--- src/design/jsu_pkg.sv ---
// Shared types and constants of the JSON string unescaper.
`timescale 1ns / 1ps

package jsu_pkg;

    // Depth of the command queue between the front and the back part.
    localparam int unsigned C_FIFO_DEPTH = 4;

    // Bytes of the string syntax.
    localparam logic [7:0] C_QUOTE     = 8'h22;
    localparam logic [7:0] C_BACKSLASH = 8'h5c;
    localparam logic [7:0] C_SLASH     = 8'h2f;
    localparam logic [7:0] C_LETTER_B  = 8'h62;
    localparam logic [7:0] C_LETTER_F  = 8'h66;
    localparam logic [7:0] C_LETTER_N  = 8'h6e;
    localparam logic [7:0] C_LETTER_R  = 8'h72;
    localparam logic [7:0] C_LETTER_T  = 8'h74;
    localparam logic [7:0] C_LETTER_U  = 8'h75;

    // Control characters that the short escapes stand for.
    localparam logic [7:0] C_BS  = 8'h08;
    localparam logic [7:0] C_FF  = 8'h0c;
    localparam logic [7:0] C_LF  = 8'h0a;
    localparam logic [7:0] C_CR  = 8'h0d;
    localparam logic [7:0] C_TAB = 8'h09;

    // UTF-8 marker bits.
    localparam logic [7:0] C_UTF8_LEAD2 = 8'hc0;
    localparam logic [7:0] C_UTF8_LEAD3 = 8'he0;
    localparam logic [7:0] C_UTF8_CONT  = 8'h80;

    typedef enum logic [2:0] {
        MODE_TEXT = 3'd0,
        MODE_ESC  = 3'd1,
        MODE_HEX1 = 3'd2,
        MODE_HEX2 = 3'd3,
        MODE_HEX3 = 3'd4,
        MODE_HEX4 = 3'd5
    } t_mode;

    typedef enum logic [1:0] {
        KIND_DATA  = 2'd0,
        KIND_DONE  = 2'd1,
        KIND_ERROR = 2'd2
    } t_kind;

    // One queued command: up to three result bytes, sent from byte0 up.
    typedef struct packed {
        logic [7:0] byte2;
        logic [7:0] byte1;
        logic [7:0] byte0;
        logic [1:0] cnt;    // number of results, 1 to 3
        t_kind      kind;
    } t_cmd;

endpackage

--- src/design/jsu_front.sv ---
// Front part: escape state machine that turns input items into commands.
`timescale 1ns / 1ps

module jsu_front
    import jsu_pkg::*;
(
    input  logic       i_clk,
    input  logic       i_rst_n,
    input  logic       i_valid,
    input  logic [7:0] i_byte,
    input  logic       i_eoi,
    input  logic       i_q_full,
    output logic       o_ready,
    output logic       o_push,
    output t_cmd       o_cmd
);

    t_mode       r_mode,  n_mode;
    logic [11:0] r_accum, n_accum;

    logic        w_accept;
    logic        w_has_result;
    logic        w_hex_ok;
    logic [3:0]  w_hex_v;
    logic [15:0] w_cp;

    assign o_ready  = !i_q_full;
    assign w_accept = i_valid && o_ready;
    assign o_push   = w_accept && w_has_result;
    assign w_cp     = {r_accum, w_hex_v};

    // Hex digit decode: 0-9, a-f, A-F.
    always_comb begin
        w_hex_ok = 1'b1;
        w_hex_v  = 4'd0;
        if (i_byte >= 8'h30 && i_byte <= 8'h39) begin
            w_hex_v = 4'(i_byte - 8'h30);
        end else if (i_byte >= 8'h61 && i_byte <= 8'h66) begin
            w_hex_v = 4'(i_byte - 8'h61 + 8'd10);
        end else if (i_byte >= 8'h41 && i_byte <= 8'h46) begin
            w_hex_v = 4'(i_byte - 8'h41 + 8'd10);
        end else begin
            w_hex_ok = 1'b0;
        end
    end

    // Next state.
    always_comb begin
        n_mode  = r_mode;
        n_accum = r_accum;
        unique case (r_mode)
            MODE_ESC: begin
                n_mode  = MODE_TEXT;
                n_accum = '0;
                if (!i_eoi && i_byte == C_LETTER_U) begin
                    n_mode = MODE_HEX1;
                end
            end
            MODE_HEX1, MODE_HEX2, MODE_HEX3: begin
                if (i_eoi || !w_hex_ok) begin
                    n_mode  = MODE_TEXT;
                    n_accum = '0;
                end else begin
                    n_mode  = t_mode'(r_mode + 3'd1);
                    n_accum = {r_accum[7:0], w_hex_v};
                end
            end
            MODE_HEX4: begin
                n_mode  = MODE_TEXT;
                n_accum = '0;
            end
            default: begin
                // Normal text, also any unused code.
                n_mode = MODE_TEXT;
                if (i_eoi || i_byte == C_QUOTE) begin
                    n_accum = '0;
                end else if (i_byte == C_BACKSLASH) begin
                    n_mode = MODE_ESC;
                end
            end
        endcase
    end

    // Outputs: the command that this item causes, if any.
    always_comb begin
        o_cmd        = '0;
        o_cmd.kind   = KIND_DATA;
        o_cmd.cnt    = 2'd1;
        w_has_result = 1'b1;
        unique case (r_mode)
            MODE_ESC: begin
                if (i_eoi) begin
                    o_cmd.kind = KIND_ERROR;
                end else begin
                    unique case (i_byte)
                        C_QUOTE:     o_cmd.byte0 = C_QUOTE;
                        C_BACKSLASH: o_cmd.byte0 = C_BACKSLASH;
                        C_SLASH:     o_cmd.byte0 = C_SLASH;
                        C_LETTER_B:  o_cmd.byte0 = C_BS;
                        C_LETTER_F:  o_cmd.byte0 = C_FF;
                        C_LETTER_N:  o_cmd.byte0 = C_LF;
                        C_LETTER_R:  o_cmd.byte0 = C_CR;
                        C_LETTER_T:  o_cmd.byte0 = C_TAB;
                        C_LETTER_U:  w_has_result = 1'b0;
                        default:     o_cmd.kind = KIND_ERROR;
                    endcase
                end
            end
            MODE_HEX1, MODE_HEX2, MODE_HEX3: begin
                if (i_eoi || !w_hex_ok) begin
                    o_cmd.kind = KIND_ERROR;
                end else begin
                    w_has_result = 1'b0;
                end
            end
            MODE_HEX4: begin
                if (i_eoi || !w_hex_ok) begin
                    o_cmd.kind = KIND_ERROR;
                end else if (w_cp[15:7] == '0) begin
                    o_cmd.byte0 = w_cp[7:0];
                end else if (w_cp[15:11] == '0) begin
                    o_cmd.cnt   = 2'd2;
                    o_cmd.byte0 = C_UTF8_LEAD2 | {3'b000, w_cp[10:6]};
                    o_cmd.byte1 = C_UTF8_CONT  | {2'b00, w_cp[5:0]};
                end else begin
                    o_cmd.cnt   = 2'd3;
                    o_cmd.byte0 = C_UTF8_LEAD3 | {4'b0000, w_cp[15:12]};
                    o_cmd.byte1 = C_UTF8_CONT  | {2'b00, w_cp[11:6]};
                    o_cmd.byte2 = C_UTF8_CONT  | {2'b00, w_cp[5:0]};
                end
            end
            default: begin
                if (i_eoi || i_byte == C_QUOTE) begin
                    o_cmd.kind = KIND_DONE;
                end else if (i_byte == C_BACKSLASH) begin
                    w_has_result = 1'b0;
                end else begin
                    o_cmd.byte0 = i_byte;
                end
            end
        endcase
    end

    always_ff @(posedge i_clk) begin
        if (!i_rst_n) begin
            r_mode  <= MODE_TEXT;
            r_accum <= '0;
        end else if (w_accept) begin
            r_mode  <= n_mode;
            r_accum <= n_accum;
        end
    end

    // A backslash taken in text mode, not at end of input, opens an escape.
    a_esc_open: assert property (@(posedge i_clk) disable iff (!i_rst_n)
        (w_accept && r_mode == MODE_TEXT && !i_eoi && i_byte == C_BACKSLASH)
        |=> (r_mode == MODE_ESC))
        else $error("backslash did not open an escape");

    // The last hex digit always closes the escape.
    a_hex_close: assert property (@(posedge i_clk) disable iff (!i_rst_n)
        (w_accept && r_mode == MODE_HEX4) |=> (r_mode == MODE_TEXT))
        else $error("escape left open after last hex digit");

    // Only multi-byte UTF-8 comes with more than one result.
    a_cnt_kind: assert property (@(posedge i_clk) disable iff (!i_rst_n)
        (o_push && o_cmd.cnt != 2'd1) |-> (o_cmd.kind == KIND_DATA && r_mode == MODE_HEX4))
        else $error("multi-result command outside a unicode escape");

endmodule

--- src/design/jsu_fifo.sv ---
// Command queue between the front and the back part.
`timescale 1ns / 1ps

module jsu_fifo
    import jsu_pkg::*;
#(
    parameter int unsigned DEPTH = C_FIFO_DEPTH
) (
    input  logic i_clk,
    input  logic i_rst_n,
    input  logic i_push,
    input  t_cmd i_cmd,
    input  logic i_pop,
    output logic o_full,
    output logic o_valid,
    output t_cmd o_cmd
);

    localparam int unsigned AW = (DEPTH > 1) ? $clog2(DEPTH) : 1;
    localparam int unsigned CW = $clog2(DEPTH + 1);
    localparam logic [AW-1:0] LAST_IDX = AW'(DEPTH - 1);

    t_cmd          r_mem [DEPTH];
    logic [AW-1:0] r_wr, r_rd;
    logic [CW-1:0] r_count;
    logic          w_push, w_pop;

    assign o_full  = (r_count == CW'(DEPTH));
    assign o_valid = (r_count != '0);
    assign o_cmd   = r_mem[r_rd];
    assign w_push  = i_push && !o_full;
    assign w_pop   = i_pop && o_valid;

    always_ff @(posedge i_clk) begin
        if (w_push) begin
            r_mem[r_wr] <= i_cmd;
        end
    end

    always_ff @(posedge i_clk) begin
        if (!i_rst_n) begin
            r_wr    <= '0;
            r_rd    <= '0;
            r_count <= '0;
        end else begin
            if (w_push) begin
                r_wr <= (r_wr == LAST_IDX) ? '0 : r_wr + AW'(1);
            end
            if (w_pop) begin
                r_rd <= (r_rd == LAST_IDX) ? '0 : r_rd + AW'(1);
            end
            unique case ({w_push, w_pop})
                2'b10:   r_count <= r_count + CW'(1);
                2'b01:   r_count <= r_count - CW'(1);
                default: r_count <= r_count;
            endcase
        end
    end

    a_no_overflow: assert property (@(posedge i_clk) disable iff (!i_rst_n)
        i_push |-> !o_full)
        else $error("command pushed into a full queue");

    a_count_range: assert property (@(posedge i_clk) disable iff (!i_rst_n)
        r_count <= CW'(DEPTH))
        else $error("queue count beyond depth");

endmodule

--- src/design/jsu_back.sv ---
// Back part: splits commands into result items behind an output register.
`timescale 1ns / 1ps

module jsu_back
    import jsu_pkg::*;
(
    input  logic       i_clk,
    input  logic       i_rst_n,
    input  logic       i_q_valid,
    input  t_cmd       i_q_cmd,
    output logic       o_q_pop,
    output logic       o_valid,
    input  logic       i_ready,
    output logic [7:0] o_byte,
    output t_kind      o_kind,
    output logic       o_last
);

    logic       r_busy;
    t_cmd       r_cmd;
    logic [1:0] r_idx;
    logic       r_valid;
    logic [7:0] r_byte;
    t_kind      r_kind;
    logic       r_last;

    logic       w_load;
    logic       w_at_end;
    logic       w_done;
    logic [7:0] w_byte;

    assign w_load   = r_busy && (!r_valid || i_ready);
    assign w_at_end = (r_idx == r_cmd.cnt - 2'd1);
    assign w_done   = w_load && w_at_end;
    assign o_q_pop  = i_q_valid && (!r_busy || w_done);

    always_comb begin
        unique case (r_idx)
            2'd1:    w_byte = r_cmd.byte1;
            2'd2:    w_byte = r_cmd.byte2;
            default: w_byte = r_cmd.byte0;
        endcase
    end

    always_ff @(posedge i_clk) begin
        if (!i_rst_n) begin
            r_busy <= 1'b0;
            r_idx  <= '0;
        end else if (o_q_pop) begin
            r_busy <= 1'b1;
            r_idx  <= '0;
        end else if (w_done) begin
            r_busy <= 1'b0;
        end else if (w_load) begin
            r_idx <= r_idx + 2'd1;
        end
    end

    always_ff @(posedge i_clk) begin
        if (o_q_pop) begin
            r_cmd <= i_q_cmd;
        end
        if (w_load) begin
            r_byte <= w_byte;
            r_kind <= r_cmd.kind;
            r_last <= w_at_end;
        end
    end

    always_ff @(posedge i_clk) begin
        if (!i_rst_n) begin
            r_valid <= 1'b0;
        end else if (w_load) begin
            r_valid <= 1'b1;
        end else if (i_ready) begin
            r_valid <= 1'b0;
        end
    end

    assign o_valid = r_valid;
    assign o_byte  = r_byte;
    assign o_kind  = r_kind;
    assign o_last  = r_last;

    // Done and error are single results, so they always close the item.
    a_status_last: assert property (@(posedge i_clk) disable iff (!i_rst_n)
        (r_valid && r_kind != KIND_DATA) |-> r_last)
        else $error("status result not marked last");

    // The index never runs past the command's byte count.
    a_idx_range: assert property (@(posedge i_clk) disable iff (!i_rst_n)
        r_busy |-> (r_idx < r_cmd.cnt))
        else $error("result index past command length");

endmodule

--- src/design/json_string_unescape_utf8.sv ---
// Top level of the JSON string unescaper with UTF-8 output.
// An item's first result passes the command queue, command register and output register.
// Throughput: one item per cycle in and one result per cycle out, each unless stalled.
// A \uXXXX escape takes 6 items and gives at most 3 results, so the queue only fills
// while the consumer stalls; the input then stalls once the queue is full.
// Reset (i_rst_n low at a clock edge) returns to text mode and empties queue and output.
`timescale 1ns / 1ps

module json_string_unescape_utf8
    import jsu_pkg::*;
#(
    parameter int unsigned FIFO_DEPTH = C_FIFO_DEPTH
) (
    input  logic       i_clk,
    input  logic       i_rst_n,
    // Input stream
    input  logic       i_s_tvalid,
    output logic       o_s_tready,
    input  logic [7:0] i_s_tdata,   // [7:0] in_byte
    input  logic       i_s_tuser,   // [0] end_of_input
    // Result stream
    output logic       o_m_tvalid,
    input  logic       i_m_tready,
    output logic [7:0] o_m_tdata,   // [7:0] out_byte
    output logic [1:0] o_m_tuser,   // [1:0] kind
    output logic       o_m_tlast    // last result of the input item
);

    // Commands from the front part, one per item that has any result.
    logic  w_push;
    t_cmd  w_push_cmd;
    logic  w_q_full;

    // Queue head toward the back part.
    logic  w_q_valid;
    t_cmd  w_q_cmd;
    logic  w_q_pop;

    t_kind w_kind;

    // Classify each byte and track the escape state; stall only on a full queue.
    jsu_front u_front (
        .i_clk    (i_clk),
        .i_rst_n  (i_rst_n),
        .i_valid  (i_s_tvalid),
        .i_byte   (i_s_tdata),
        .i_eoi    (i_s_tuser),
        .i_q_full (w_q_full),
        .o_ready  (o_s_tready),
        .o_push   (w_push),
        .o_cmd    (w_push_cmd)
    );

    // Hold commands while the consumer stalls or a multi-byte result drains.
    jsu_fifo #(
        .DEPTH (FIFO_DEPTH)
    ) u_fifo (
        .i_clk   (i_clk),
        .i_rst_n (i_rst_n),
        .i_push  (w_push),
        .i_cmd   (w_push_cmd),
        .i_pop   (w_q_pop),
        .o_full  (w_q_full),
        .o_valid (w_q_valid),
        .o_cmd   (w_q_cmd)
    );

    // Emit the bytes of each command one per cycle through the output register, unless stalled.
    jsu_back u_back (
        .i_clk     (i_clk),
        .i_rst_n   (i_rst_n),
        .i_q_valid (w_q_valid),
        .i_q_cmd   (w_q_cmd),
        .o_q_pop   (w_q_pop),
        .o_valid   (o_m_tvalid),
        .i_ready   (i_m_tready),
        .o_byte    (o_m_tdata),
        .o_kind    (w_kind),
        .o_last    (o_m_tlast)
    );

    assign o_m_tuser = w_kind;

    // A held result keeps its payload until taken.
    a_out_hold: assert property (@(posedge i_clk) disable iff (!i_rst_n)
        (o_m_tvalid && !i_m_tready) |=>
        (o_m_tvalid && $stable(o_m_tdata) && $stable(o_m_tuser) && $stable(o_m_tlast)))
        else $error("result changed while stalled");

    // Nothing goes out of an empty pipeline.
    a_no_invent: assert property (@(posedge i_clk) disable iff (!i_rst_n)
        $rose(o_m_tvalid) |-> $past(w_q_pop, 2) || $past(u_back.r_busy))
        else $error("result appeared with no command behind it");

endmodule
--- config.mk ---
export PLATFORM = sky130hd
export DESIGN_NAME = json_string_unescape_utf8
export DESIGN_NICKNAME = d
export VERILOG_FILES = /design/src/design/jsu_pkg.sv /design/src/design/jsu_front.sv /design/src/design/jsu_fifo.sv /design/src/design/jsu_back.sv /design/src/design/json_string_unescape_utf8.sv
export SDC_FILE = /design/constraint.sdc
export NUM_CORES = 1
export LEC_CHECK = 0
export BUFFER_PORTS_ARGS = -buffer_cell sky130_fd_sc_hd__buf_2
export CAP_MARGIN = 15
export CORE_MARGIN = 2
export CORE_UTILIZATION = 50
export DETAILED_ROUTE_END_ITERATION = 8
export HOLD_SLACK_MARGIN = 0.02
export PLACE_DENSITY = 0.68
export REMOVE_ABC_BUFFERS = 1
export SKIP_LAST_GASP = 1
export SLEW_MARGIN = 20
export SYNTH_ARGS = -nofsm -noshare
export SYNTH_HDL_FRONTEND = slang
export SYNTH_SLANG_ARGS = --single-unit
--- constraint.sdc ---
create_clock -name i_clk -period 4.4 [get_ports i_clk]
set_clock_uncertainty 0.05 [all_clocks]
set_input_delay 0.66 -clock i_clk [delete_from_list [all_inputs] [get_ports i_clk]]
set_output_delay 0.66 -clock i_clk [all_outputs]
set_load 0.1 [all_outputs]
==> impl_metrics.csv, run 1 <==
group,metric,value,unit
run_status,outcome,"complete, no violations",
grt,grt_pass1_wl,21400,µm
logic_synthesis,synth_top_area_cell,"edfxtp_1",
routing,drc,0,
floorplanning,die_x,122,µm
floorplanning,start_util,0.506,
sta,finalHoldViolCount,0,
power,ir_drop,0.247,mV
placed_design,port_buffers,25,
grt,track_usage,0.190,
grt,overflow,0,
sta,timing.final.crit_share,0.810,
logic_synthesis,synth.distinct_cells,68,
logic_synthesis,synthAdderAreaFrac,0.0334,
sta,setup_viol,0,
floorplanning,die-area,14900,µm²
finish,multiInputGateArea,2220,µm²
critical_path,cp.arrival,3.85,ns
clocking,tritoncts,"done",
routing,routed_via_density,5.88,
critical_path,cp-start-kind,"register",
sta,setup-tns-final,0,ns
logic_synthesis,synth-simple-area-share,0.0913,
logic_synthesis,synthMuxAreaShare,0.0897,
logic_synthesis,syn_area,6970,µm²
routing,ant_nets,0,
job,maxCapViolations,0,
clocking,htreeDepth,4,
sta,final.min_clock_period,3.56,ns
floorplanning,design.portCount,26,
critical_path,crit_required,4.69,ns
critical_path,cp_num_buf_inv,3,
sta,worst_slew_pin_slew,1.00,ns
sta,max_slew_margin,0.330,
placed_design,hpwl,8240,µm
critical_path,worstSetupPathType,"reg2reg",
grt,grt_pass1_vias,4134,
finish,fin_util,0.570,
floorplanning,die_y,122,µm
critical_path,path_delay_family,"simple AND/OR/NAND/NOR gates",
critical_path,crit_fanout,7,
clocking,postCtsResizedCells,0,
critical_path,slowest_delay,0.68,ns
logic_synthesis,syn_inst,457,
logic_synthesis,synth_common_cells,"136 x edfxtp_1, 26 x dfxtp_1, 25 x mux4_2",
clocking,clkSinkCount,162,
routing,dr_total_vias,4008,
power,powerDensity,612,nW/µm²
critical_path,crit_path_end_kind,"register",
floorplanning,rows,43,
logic_synthesis,synth_area_leaders,"edfxtp_1 59%, mux4_2 8.1%, dfxtp_1 7.5%",
critical_path,crit_chain,"inv_1 > ha_1 > nor3b_2 > or4b_2 > nor2_1 > a211oi_4 > inv_1 > ha_1 > inv_1 > fa_1 > xor2_1 > or3_1 > a21oi_1",
logic_synthesis,synth_edf_count,136,
min_path,worst_hold_path_type,"reg2reg",
sta,max_freq,281,MHz
critical_path,cpMaxStageDelayCell,"or4b_2",
clocking,clock_path_buffers,2,
clocking,hold_buffers,0,
logic_synthesis,yosysMostFrequentCell,"edfxtp_1",
logic_synthesis,ys_seq_area_frac,0.660,
power,power.leakage,2.60,nW
floorplanning,coreArea,13800,µm²
logic_synthesis,synthArstFlopShare,0,
placed_design,gp_congestion,0.926,
sta,rsz0062_at_grt,"false",
finish,syn_to_final_growth,12.5,%
clocking,cts_buffers,17,
finish,fill_cells,1086,
power,fin_total_pwr,4.80,mW
finish,nets,521,
finish,antenna_cells,0,
grt,antenna_found_initial,0,
clocking,clk_root_buffer_cell,"clkbuf_16",
logic_synthesis,synthFlopType,"edfxtp_1",
routing,wl,13000,µm
finish,layout-drive-gt1-share,0.197,
sta,maxSlewViolCount,0,
logic_synthesis,synth_top_family_by_area,"compound AO/OA/AOI/OAI gates",
routing,drt_iter0_drc,327,
logic_synthesis,synth-xor-area-share,0.00628,
logic_synthesis,avgSynthCellArea,15.3,µm²
logic_synthesis,ys_ff_latch,162,
logic_synthesis,synth_compound_area_frac,0.0969,
clocking,path_clk_slew,0.06,ns
clocking,post_cts_buffers,0,
finish,fin_area,7850,µm²
placed_design,place_area,7300,µm²
logic_synthesis,yosys_warnings,0,
routing,firstDrtPassIters,7,
logic_synthesis,synth_top_area_share,0.586,
grt,grt_max_degree,29,
clocking,clock_latency,0.41,ns
critical_path,cp_common_cell,"inv_1",
routing,wl_per_cell,19.0,µm
finish,seq_area,4610,µm²
## worst register-to-register path: cells and delay by family, from the launching register on
| family | cells | cell delay [ns] |
|---|---|---|
| compound gates | 2 | 0.25 |
| xor+xnor | 1 | 0.16 |
| fa+ha+maj | 3 | 0.83 |
| buf+inv | 3 | 0.22 |
| flops | 1 | 0.34 |
| simple gates | 4 | 1.64 |
## layout by cell type (no fill, tap or decap), types with 5 or more instances in the layout
cell / Yosys / final
nor3b_1: 5 / 5
nand2b_1: 8 / 8
inv_1: 19 / 19
buf_2: 5 / 25
nand2_1: 23 / 23
ha_1: 17 / 17
buf_4: 0 / 7
clkbuf_16: 0 / 17
nor2b_1: 5 / 5
nor3_1: 8 / 8
a22o_1: 13 / 13
dfxtp_1: 26 / 25
a22oi_1: 12 / 12
mux4_2: 25 / 25
o21ai_0: 15 / 15
edfxtp_1: 136 / 136
a21oi_1: 17 / 17
and2_1: 9 / 9
nor2_1: 23 / 22
## state kept, by name, indices dropped and copies added (netlist names), 2 cells and up
signal and flops:
u_back.r_cmd 25, u_back.r_idx 2, u_front.r_mode 3, u_back.o_kind 2
u_front.r_accum 12, u_fifo.r_wr 2, u_fifo.r_mem 100, u_fifo.r_count 3
u_back.o_byte 8, u_fifo.r_rd 2
## per-layer routing
layer,vias up,global-route usage,part of all wire
met3,17,0.0398,0.042
met5,-,0,0
met4,0,0.0690,0.014
li1,1866,-,-
met2,112,0.313,0.50
met1,2013,0.251,0.45
## logic make-up (layout without fill, tap and decap cells)
| group | Yosys count | after routing |
|---|---|---|
| flip-flops | 162 | 162 |
| AND/OR/NAND/NOR | 111 | 111 |
| AO/OA/AOI/OAI | 93 | 93 |
| buffers and inverters | 37 | 82 |
| multiplexers | 31 | 31 |
| adder cells (fa/ha/maj) | 18 | 18 |
| XOR/XNOR | 5 | 5 |
## per-stage QoR
step | worst slack (ns) | instances | hold slack [ns]
floorplan | 0.684 | 439 | 0.350
global placement | 0.885 | 651 | 0.351
detailed placement | 0.797 | 651 | 0.362
CTS | 0.866 | 682 | 0.376
global route | 0.633 | 682 | 0.392
finish | 0.838 | 682 | 0.370
## path summary, 6_finish.rpt
path | startpoint | end | slack, ns | depth (start not counted)
worst max-delay path | u_front.r_mode[1] | u_fifo.r_count[2] | 0.84 | 13
worst min-delay path | u_back.r_cmd[0] | u_back.o_kind[0] | 0.37 | 0
worst max register to register | u_front.r_mode[1] | u_fifo.r_count[2] | 0.84 | 13
worst min register to register | u_back.r_cmd[0] | u_back.o_kind[0] | 0.37 | 0
## where the power goes
part | internal, mW | total, mW | switching (mW) | leakage, nW
clock network | 0.823 | 1.37 | 0.549 | 0.259
logic | 0.411 | 1.18 | 0.769 | 0.883
registers | 2.08 | 2.25 | 0.167 | 1.45
total | 3.31 | 4.80 | 1.48 | 2.60
## final cells by class
| type | instances | area share |
|---|---|---|
| clock inverter | 12 | 0.0148 |
| tap | 180 | 0.0287 |
| inverter | 19 | 0.00909 |
| clock buffer | 19 | 0.0552 |
| sequential | 162 | 0.587 |
| timing repair buffer | 32 | 0.0226 |
| multi-input combinational | 258 | 0.283 |
Power figures use the tool's default switching activity.
==> inputs of run 2 (changes only) <==
==> constraint.sdc (replaced) <==
create_clock -name i_clk -period 3.64 [get_ports i_clk]
set_clock_uncertainty 0.05 [all_clocks]
set_input_delay 0.546 -clock i_clk [delete_from_list [all_inputs] [get_ports i_clk]]
set_output_delay 0.546 -clock i_clk [all_outputs]
set_load 0.1 [all_outputs]
==> impl_metrics.csv, run 2 (synthesized netlist as in run 1, its figures left out) <==
group,metric,value,unit
critical_path,cp-start-kind,"register",
finish,fin_area,7980,µm²
clocking,hold_buffers,0,
critical_path,crit_chain,"inv_1 > ha_1 > nor3b_4 > or4b_2 > nor2_1 > a211oi_4 > inv_1 > ha_1 > inv_1 > fa_1 > xor2_1 > or3_1 > a21oi_1",
power,ir_drop,0.323,mV
grt,overflow,0,
sta,rsz0062_at_grt,"false",
routing,wl_per_cell,19.3,µm
routing,dr_total_vias,4036,
critical_path,cpMaxStageDelayCell,"or4b_2",
routing,wl,13300,µm
critical_path,cp_common_cell,"inv_1",
sta,max_freq,294,MHz
sta,final.min_clock_period,3.40,ns
power,powerDensity,747,nW/µm²
finish,top_register,"u_fifo.r_mem",
clocking,htreeDepth,4,
floorplanning,die_y,122,µm
clocking,clock_path_buffers,2,
critical_path,cp.arrival,3.69,ns
finish,layout-drive-gt1-share,0.204,
routing,ant_nets,0,
placed_design,dp_slack,0.198,ns
clocking,tritoncts,"done",
finish,final_cell_mix,"136 x edfxtp_1, 25 x mux4_2, 25 x buf_2, 25 x dfxtp_1, 23 x nand2_1",
sta,setup_viol,0,
placed_design,port_buffers,25,
sta,worst_slew_pin_slew,0.773,ns
clocking,path_clk_slew,0.06,ns
sta,max_slew_margin,0.478,
sta,finalHoldViolCount,0,
grt,grt_pass1_wl,21400,µm
sta,setup-tns-final,0,ns
routing,routed_via_density,5.88,
sta,maxSlewViolCount,0,
critical_path,crit_fanout,7,
power,power.leakage,2.65,nW
clocking,clock_latency,0.42,ns
min_path,worst_hold_path_type,"in2reg",
finish,fill_cells,1119,
grt,grt_pass1_vias,4135,
grt,grt_max_degree,29,
finish,largest_reg_flops,100,
finish,largest_registers,"u_fifo.r_mem: 100 flops, u_back.r_cmd: 25 flops, u_front.r_accum: 12 flops",
grt,antenna_found_initial,0,
routing,drt_iter0_drc,383,
finish,multiInputGateArea,2220,µm²
floorplanning,die-area,14900,µm²
finish,final_common_cell,"edfxtp_1",
clocking,post_cts_buffers,0,
clocking,clkSinkCount,162,
finish,seq_area,4610,µm²
routing,firstDrtPassIters,4,
grt,track_usage,0.195,
sta,timing.final.crit_share,0.935,
finish,syn_to_final_growth,14.4,%
floorplanning,die_x,122,µm
run_status,outcome,"complete, no violations",
job,maxCapViolations,0,
routing,drc,0,
critical_path,crit_required,3.93,ns
clocking,clk_root_buffer_cell,"clkbuf_16",
finish,antenna_cells,0,
critical_path,slowest_delay,0.66,ns
critical_path,crit_path_end_kind,"register",
placed_design,place_area,7370,µm²
clocking,cts_buffers,17,
critical_path,worstSetupPathType,"reg2reg",
floorplanning,design.portCount,26,
floorplanning,rows,43,
placed_design,hpwl,8370,µm
floorplanning,coreArea,13800,µm²
sta,setup_slack,0.237,ns
finish,nets,524,
floorplanning,start_util,0.506,
placed_design,gp_congestion,0.896,
==> run 2: power by group <==
part           switching [mW]  internal (mW)  total (mW)
registers               0.208           2.52        2.72
logic                   0.929          0.513        1.44
clock network           0.660           1.13        1.79
==> run 2: worst max-delay path, delay by kind of cell, from the launching register on <==
kind	cells	cell delay, ns
buffers and inverters	3	0.21
flip-flops	1	0.34
AO/OA/AOI/OAI	2	0.22
adder cells (fa/ha/maj)	3	0.83
AND/OR/NAND/NOR	4	1.51
XOR/XNOR	1	0.16
==> run 2: per-layer routing <==
layer / GRT usage / share of wire
met5: 0 / 0
met4: 0.0761 / 0.020
met3: 0.0487 / 0.044
met2: 0.318 / 0.49
met1: 0.252 / 0.44
==> run 2: layout make-up <==
class | instances | area share
sequential | 162 | 0.578
multi-input combinational | 258 | 0.279
clock buffer | 18 | 0.0538
timing repair buffer | 35 | 0.0314
tap | 180 | 0.0282
clock inverter | 14 | 0.0212
inverter | 19 | 0.00894
==> run 2: repair_timing <==
item / 4_1_cts / 5_1_grt
setup endpoints to repair: 0 / 1
gates resized for setup: 0 / 1
hold endpoints to repair: 0 / 0
==> run 2: worst paths after layout <==
check,start,end,slack (ns),cells after the start
setup / recovery,u_front.r_mode[1],u_fifo.r_count[2],0.24,13
hold / removal,i_m_tready,u_back.o_valid,0.36,4
setup reg to reg,u_front.r_mode[1],u_fifo.r_count[2],0.24,13
hold reg to reg,u_back.r_cmd[1],u_back.o_kind[1],0.37,0
==> run 2: per-stage QoR <==
step,utilization,std cells,total power [mW],hold WS (ns)
after global routing,0.579,686,6.23,0.363
after global placement,0.535,654,4.17,0.353
final,0.579,686,5.96,0.363
after CTS,0.578,686,6.02,0.345
after floorplan,-,439,3.82,0.350
after detailed placement,0.535,654,4.21,0.359
